<file path="config.mk">
export PLATFORM = sky130hd
export DESIGN_NAME = sphc_ram
export DESIGN_NICKNAME = d
export VERILOG_FILES = /design/src/hdl/sphc_pkg.sv /design/src/hdl/sphc_ram.sv
export SDC_FILE = /design/constraint.sdc
export NUM_CORES = 1
export LEC_CHECK = 0
export BUFFER_PORTS_ARGS = -buffer_cell sky130_fd_sc_hd__buf_2
export CAP_MARGIN = 40
export CORE_MARGIN = 4
export CORE_UTILIZATION = 55
export CTS_CLUSTER_SIZE = 40
export DETAILED_ROUTE_END_ITERATION = 6
export HOLD_SLACK_MARGIN = 0.12
export PLACE_DENSITY = 0.82
export SKIP_LAST_GASP = 1
export SLEW_MARGIN = 25
export SYNTH_ARGS = -nofsm -noshare
export SYNTH_HDL_FRONTEND = slang
export SYNTH_SLANG_ARGS = --single-unit
</file>
<file path="constraint.sdc">
create_clock -name clk -period 2.99 [get_ports clk]
set_clock_uncertainty 0.2 [all_clocks]
set_input_delay 0.7475 -clock clk [delete_from_list [all_inputs] [get_ports clk]]
set_output_delay 0.7475 -clock clk [all_outputs]
set_load 0.02 [all_outputs]
</file>
<file path="src/hdl/sphc_pkg.sv">
// ----------------------------------------------------------------------------
// sphc_pkg
// shared constants, codes and helpers of the secondary pulse height corrector
// ----------------------------------------------------------------------------
package sphc_pkg;

	localparam int PIXELS_DEF       = 36;
	localparam int GROUP_DEPTH_DEF  = 16;
	localparam int ENERGY_BANDS_DEF = 4;
	localparam int PULSE_BINS_DEF   = 1024;
	localparam int BIN_SHIFT_DEF    = 8;

	localparam int PH_MAX = 32767;

	typedef enum logic [1:0] {
		MODE_EVENT = 2'd0,
		MODE_FLUSH = 2'd1,
		MODE_HDR   = 2'd2,
		MODE_BIN   = 2'd3
	} mode_t;

	localparam logic [2:0] EVT_HP         = 3'd0;
	localparam logic [2:0] EVT_MP         = 3'd1;
	localparam logic [2:0] EVT_MS         = 3'd2;
	localparam logic [2:0] EVT_LP         = 3'd3;
	localparam logic [2:0] EVT_LS         = 3'd4;
	localparam logic [2:0] EVT_SCREEN_MIN = 3'd5;

	function automatic int addr_w(input int depth);
		return (depth > 1) ? $clog2(depth) : 1;
	endfunction

endpackage

</file>
<file path="src/hdl/sphc_ram.sv">
// ----------------------------------------------------------------------------
// sphc_ram
// generic simple dual port ram, one write and one registered read per cycle
// ----------------------------------------------------------------------------
module sphc_ram #(
	parameter int WIDTH = 16,
	parameter int DEPTH = 64
) (
	input  logic                                    clk,
	input  logic                                    we,
	input  logic [sphc_pkg::addr_w(DEPTH)-1:0]      waddr,
	input  logic [WIDTH-1:0]                        wdata,
	input  logic [sphc_pkg::addr_w(DEPTH)-1:0]      raddr,
	output logic [WIDTH-1:0]                        rdata
);

	logic [WIDTH-1:0] mem [DEPTH];
	logic [WIDTH-1:0] rdata_q;

	always_ff @(posedge clk) begin
		if (we) begin
			mem[waddr] <= wdata;
		end
		rdata_q <= mem[raddr];
	end

	assign rdata = rdata_q;

endmodule

</file>
### Yosys cells after proc, flatten, opt, wreduce, memory -nomap -nowiden

Memory sizes are Yosys's and may differ from the RTL's. A register that Yosys moved wholly into a read port is not among the register bits.
Cells that the tools add are included.

* multiplexer cells: 2

Operators by type and width (number)
* $mux 1: 2

* input port bits: 30
* bits in writable memories: 1024
* flip-flop bits (word level): 0
* logic and storage cells: 3
* memories: 1
* output and inout port bits: 16

Memory list
* mem: words 64, width 16, read ports 1, clocked after Yosys merged registers in 1, wr ports 1, RTL line sphc_ram.sv:17 `logic [WIDTH-1:0] mem [DEPTH];`

### Depth between registers and ports, before layout

Gate-level depths: netlist (run 1).

* word-level depth: 2
* depth in mapped cells: 10
* mapped depth without buffers: 5

### Worst setup path after synthesis (run 1)

OpenSTA, ideal clock, no wires.

* kind: input port to flip-flop
* start: input port waddr[3] (netlist name)
* end: memory mem[48][0], enable pin
* cell stages on the path: 4
* library setup time: 0.409 ns
* data required time: 2.381 ns
* setup slack: 0.008 ns
* path buffers: 1
* arrival: 2.373 ns
* path through: clkbuf_1 -> nor2b_1 -> nand4b_1 -> nor3_1

RTL lines
* from (decl): RTL line sphc_ram.sv:11 `input logic [sphc_pkg::addr_w(DEPTH)-1:0] waddr,`
* to (decl): RTL line sphc_ram.sv:17

No word-level cell before the write port.

==> results by group, run 1 <==
Setup path
  – CP arrival: 2.86 ns
  – Worst path depth: 7
  – Cell repeated most along the worst path: buf_12
  – Worst setup SP type: primary input
  – Crit path cell chain: buf_8 > buf_12 > buf_12 > buf_4 > mux4_2 > a22oi_1 > a311oi_1
  – Max incr delay on CP: 0.55 ns
  – Crit path kind: in -> reg
  – R2R Path End: rdata[11]$_DFF_P_
  – CP endpoint: rdata[0]$_DFF_P_
  – RR Startpoint: mem[18][11]$_DFFE_PP_
  – Worst path buffer plus inverter count: 4
  – FF-to-FF path depth: 6
  – CP Data Required Time: 3.29 ns
  – Critical path origin: raddr[0]
  – Worst reg-to-reg setup slack: 0.72 ns
  – CP max stage cell: mux4_2
  – Crit Path Max Fanout: 25
  – CP Capture Type: flip-flop
  – Critical path's top delay family: buffers and inverters

Power and ir drop
  – Worst VDD drop: 577 uV
  – Reg power frac: 54.1%
  – Leak Pwr: 14.8 nW
  – Psw: 6.28 mW
  – Cell Pwr Density: 654 nW/um2
  – Design Power: 30.0 mW
  – Switching share of power: 21.0%
  – Clk pwr share: 40.4%
  – Logic pwr share: 5.5%
  – Pint: 23.7 mW

Layout
  – Most common cell after layout, fill and taps aside: edfxtp_1
  – Register area: 31100 um2
  – Fraction of layout cells with a size suffix above 1: 29.9%
  – Non-Filler Instances: 3117
  – Layout area overhead: 14.5%
  – Area occupied by multi-input gates: 8250 um2
  – Commonest cells after routing, fill and taps aside: 1024 x edfxtp_1, 220 x mux4_2, 181 x buf_4
  – Final Net Count: 2110
  – FILL cells: 4487

Clocking
  – Setup Buffers After CTS: 0
  – Sink Count: 1040
  – Clock slew at reported path FFs: 0.06 ns
  – Num CTS Buffers: 98
  – Longest Clk Path Bufs: 3
  – Hold_buf cts: 0
  – CTS H-tree depth: 3
  – Root Buffer Master: clkbuf_16
  – Clock Latency Late Sink: 0.66 ns
  – Post_cts resized: 0
  – CTS tree: yes

Die
  – I/O pin total: 46
  – Die H: 278 um
  – Initial Util: 55.7%
  – Die area: 77200 um2
  – Std cell rows: 98
  – Core box area: 71900 um2
  – Die outline width: 278 um

Synthesis
  – Post-synth top area cell: edfxtp_1
  – Post-synth EDFFs: 1024
  – Mapped Cells: 1829
  – Synth Flop Type: edfxtp_1
  – Synth area leaders: edfxtp_1 77%, mux4_2 12%, mux2i_1 2.1%
  – Post-synth ARST share: 0%
  – Sequential share of the synthesized area: 77.6%
  – Yosys top cell area share: 76.8%
  – Synth warn: 0
  – Post-Synthesis Cell Area: 40000 um2
  – Syn avg cell area: 21.9 um2
  – Synth Register Bits: 1040
  – Mapped Nets: 1859
  – Netlist cell types: 43

STA
  – Fmax: 389 MHz
  – Slew headroom: 43.9%
  – Slew @ Worst Pin: 0.842 ns
  – Setup tns final: 0 ns
  – Setup violations, final: 0
  – Final worst-path cycle share: 85.9%
  – Hold Vio Cnt, Final: 0
  – RSZ-0062 raised after global routing: no
  – Min Hold Slack: 0.299 ns
  – Period minus WS final: 2.57 ns
  – Final Max Tran Viols: 0

Global routing
  – Via count of the first global-routing pass: 20723
  – Gr usage total: 24.7%
  – Grt total ovfl: 0
  – Antenna violations before repair: 9
  – Met1 Use GR: 33.5%
  – GR peak layer: met2
  – Largest net degree at the start of global routing: 65
  – GR Util met2: 39.6%
  – First-pass GRT wire length: 140 mm
  – Met3 Usage GRT: 5.31%

Run status
  – Status: finished clean

Route
  – Initial DRC Count: 3155
  – Routed Antenna Nets: 0
  – Number of remaining DRC errors: 0
  – Final wirelength: 94.6 mm
  – Vias: 20095
  – Via/cell ratio: 6.45
  – Drt wl/cell: 30.4 um
  – DRT Pass-1 Iters: 5

Placed design
  – Placed insts: 2929
  – IO buf count: 45
  – GP Congestion: 0.906
  – Post-DP HPWL: 56.9 mm

Hold path
  – Hold Crit Class: in -> reg

Run
  – Maxcap violations: 0
[worst min path at each step]
stage	start	end	slack, ns	depth (start not counted)
2_1_floorplan	mem[62][10]$_DFFE_PP_	rdata[10]$_DFF_P_	0.55	5
3_3_place_gp	mem[62][2]$_DFFE_PP_	rdata[2]$_DFF_P_	0.65	5
3_5_place_dp	mem[62][2]$_DFFE_PP_	rdata[2]$_DFF_P_	0.67	5
4_1_cts	wdata[14]	mem[21][14]$_DFFE_PP_	0.38	1
5_1_grt	wdata[9]	mem[4][9]$_DFFE_PP_	0.29	1
6_report	wdata[9]	mem[4][9]$_DFFE_PP_	0.30	1
[sequential cells by signal, summed over array words and instances (netlist names)]
| name | flops |
|---|---|
| mem | 1024 |
| rdata | 16 |
[per-layer routing]
metal  up-vias  wire (um)
li1       8186          -
met1     10431      33900
met2      1232      46700
met3       242       9880
met4         4       4170
met5         -         27
[power groups by stage]
stage / combinational (mW) / sequential, mW / clock, mW
3_5_place_dp: 1.62 / 16.5 / 0
3_3_place_gp: 1.57 / 16.5 / 0
4_1_cts: 1.64 / 16.2 / 12.2
2_1_floorplan: 0.836 / 16.5 / 0
6_report: 1.65 / 16.2 / 12.1
5_1_grt: 1.73 / 16.2 / 12.9
[kinds of logic after synthesis]
kind of cell / share of synthesized area [%]
DFF: 77.6
muxes: 15.5
and+or+nand+nor: 2.65
AOI/OAI and AO/OA: 2.41
buffers and inverters: 1.83
[through the flow]
stage	area, um2	utilization (%)	setup slack [ns]
floorplan	40000	-	0.00773
global placement	42700	59.4	-0.220
detailed placement	42700	59.4	-0.219
CTS	45800	63.7	0.440
global route	45800	63.8	0.381
finish	45800	63.8	0.422
[cells in the mapped netlist (all sizes together), types with 2 or more instances]
| library cell | count |
|---|---|
| nand3 | 24 |
| a31oi | 8 |
| o21ai | 8 |
| buf | 77 |
| a22o | 6 |
| a221oi | 16 |
| nor2b | 30 |
| dfxtp | 16 |
| nand3b | 2 |
| nand2 | 60 |
| a221o | 6 |
| a211oi | 8 |
| nand2b | 3 |
| nor2 | 74 |
| mux4 | 224 |
| nor4 | 3 |
| a211o | 8 |
| nand4 | 12 |
| mux2 | 27 |
| a21oi | 17 |
| a22oi | 39 |
| mux2i | 85 |
| clkbuf | 27 |
| nor3 | 2 |
| and2 | 2 |
| and4 | 5 |
| a41oi | 5 |
| edfxtp | 1024 |
| a311oi | 8 |
[area by class of cell]
| cell class | count | area share (%) |
|---|---|---|
| Antenna cell | 7 | 0.0382 |
| Clock buffer | 123 | 5.60 |
| Clock inverter | 57 | 1.21 |
| Multi-Input combinational cell | 685 | 18.0 |
| Sequential cell | 1040 | 67.8 |
| Tap cell | 950 | 2.59 |
| Timing Repair Buffer | 255 | 4.78 |
(Power assumes the default switching activity.)
==> inputs of run 2 (changes only) <==
PLACE_DENSITY = 0.71   (was 0.82)
==> run 2 against run 1 <==
Compared with the run above: first-iteration DRC count decreased by 15%; clock-buffer cell count is 7 higher; final area is 0.94% higher; clock power is essentially flat; power increased by 1.2%; flip-flop and latch count unchanged; highest routed layer unchanged; sequential power barely moved; largest cell class unchanged; combinational power about the same; global-route usage down 0.14 points; cell count is 0.58% higher; register-to-register slack about the same; critical path depth up 1; largest power group unchanged.
==> results by group, run 2 (same netlist as run 1, synthesis figures left out) <==
Global routing
  – Largest net degree at the start of global routing: 65
  – Grt total ovfl: 0
  – Via count of the first global-routing pass: 20130
  – First-pass GRT wire length: 139 mm
  – Antenna violations before repair: 8
  – Gr usage total: 24.5%

Route
  – Final wirelength: 93.4 mm
  – Number of remaining DRC errors: 0
  – Drt wl/cell: 29.8 um
  – Via/cell ratio: 6.36
  – DRT Pass-1 Iters: 5
  – Vias: 19946
  – Initial DRC Count: 2688
  – Routed Antenna Nets: 0

Die
  – Die outline width: 278 um
  – I/O pin total: 46
  – Std cell rows: 98
  – Die area: 77200 um2
  – Core box area: 71900 um2
  – Initial Util: 55.7%
  – Die H: 278 um

Power and ir drop
  – Design Power: 30.3 mW
  – Worst VDD drop: 530 uV
  – Cell Pwr Density: 655 nW/um2
  – Leak Pwr: 15.0 nW

Clocking
  – Root Buffer Master: clkbuf_16
  – Hold_buf cts: 0
  – CTS H-tree depth: 3
  – Setup Buffers After CTS: 0
  – CTS tree: yes
  – Post_cts resized: 0
  – Clock slew at reported path FFs: 0.06 ns
  – Num CTS Buffers: 100
  – Clock Latency Late Sink: 0.66 ns
  – Longest Clk Path Bufs: 3
  – Sink Count: 1040

STA
  – Final worst-path cycle share: 85.8%
  – Final Max Tran Viols: 0
  – Slew headroom: 48.3%
  – RSZ-0062 raised after global routing: no
  – Period minus WS final: 2.57 ns
  – Slew @ Worst Pin: 0.768 ns
  – Setup violations, final: 0
  – Fmax: 390 MHz
  – Hold Vio Cnt, Final: 0

Layout
  – Layout area overhead: 15.5%
  – Final Net Count: 2130
  – Most common cell after layout, fill and taps aside: edfxtp_1
  – Fraction of layout cells with a size suffix above 1: 30.9%
  – Post-layout util: 64.4%
  – Commonest cells after routing, fill and taps aside: 1024 x edfxtp_1, 220 x mux4_2, 186 x buf_4
  – Most flop-heavy register: mem
  – Largest register FFs: 1024

Setup path
  – CP arrival: 2.88 ns
  – Crit path kind: in -> reg
  – Critical path's top delay family: compound AO/OA/AOI/OAI gates
  – Crit Path Max Fanout: 24
  – Worst path buffer plus inverter count: 3
  – Crit path cell chain: buf_8 > buf_12 > mux4_2 > nor2b_1 > a211o_1 > a31oi_1 > buf_4 > a311oi_1
  – RR Startpoint: mem[9][15]$_DFFE_PP_
  – CP Capture Type: flip-flop
  – CP max stage cell: mux4_2
  – Worst setup SP type: primary input
  – Max incr delay on CP: 0.52 ns
  – CP Data Required Time: 3.30 ns
  – Critical path origin: raddr[0]

Hold path
  – Worst hold start: wdata[5]
  – Hold Crit Class: in -> reg

Placed design
  – IO buf count: 45
  – GP Congestion: 0.867
  – Post-DP HPWL: 58.8 mm

Run status
  – Status: finished clean

Run
  – Maxcap violations: 0
==> run 2: cell types whose count changed in the layout (fill, tap and decap cells not counted), moves of 2 or more <==
cell        delta
buf_12        +14
clkinv_8       -2
clkbuf_16      +4
clkbuf_1       -2
clkinvlp_4     -2
inv_6          +2
clkinv_1       -6
clkbuf_8       +5
buf_4          +5
==> run 2: cell type report <==
cell class | count | area (um2)
flip-flops and latches | 1040 | 31100
fillers | 4641 | 25600
multi-input cells | 685 | 8250
clock buffers | 130 | 2730
repair buffers | 273 | 2500
well taps | 950 | 1190
clock inverters | 51 | 514
diodes | 6 | 15.0
==> run 2: stage by stage <==
step | setup slack [ns] | hold slack, ns | setup TNS [ns] | std cells | instance area (um2)
3_3_place_gp | -0.241 | 0.650 | -1.17 | 2948 | 43000
5_1_grt | 0.395 | 0.325 | 0 | 3132 | 46300
2_1_floorplan | 0.00773 | 0.550 | 0 | 1829 | 40000
4_1_cts | 0.466 | 0.305 | 0 | 3129 | 46300
6_report | 0.424 | 0.332 | 0 | 3135 | 46300
3_5_place_dp | -0.221 | 0.693 | -1.28 | 2948 | 43000
==> run 2: metal layers <==
layer	vias up	part of all wire [%]	wire (um)	global-route usage (%)
met5	-	0.025	23	0
met3	130	9.5	8890	4.97
met1	10519	39	36500	35.1
met2	1057	49	45500	39.0
li1	8236	-	-	-
met4	4	2.7	2500	7.36
==> run 2: worst reg2reg max path, delay by kind of cell, from the launching register on <==
kind	cells	cell delay [ns]
buf+inv	1	0.20
compound gates	3	0.79
flops	1	0.37
simple gates	1	0.14
mux	1	0.45
==> run 2: path summary, 6_finish.rpt <==
kind,endpoint,cells after the start,slack [ns]
max,rdata[15]$_DFF_P_,8,0.42
min,mem[6][5]$_DFFE_PP_,1,0.33
max reg2reg,rdata[15]$_DFF_P_,6,0.71
min reg2reg,rdata[4]$_DFF_P_,3,0.71
==> run 2: power by group <==
group	internal [mW]	total [mW]	leakage, nW	switching (mW)
Clock	7.21	12.4	1.59	5.23
Sequential	16.1	16.2	9.35	0.0645
Combinational	0.678	1.68	4.09	1.01
Total	24.0	30.3	15.0	6.30
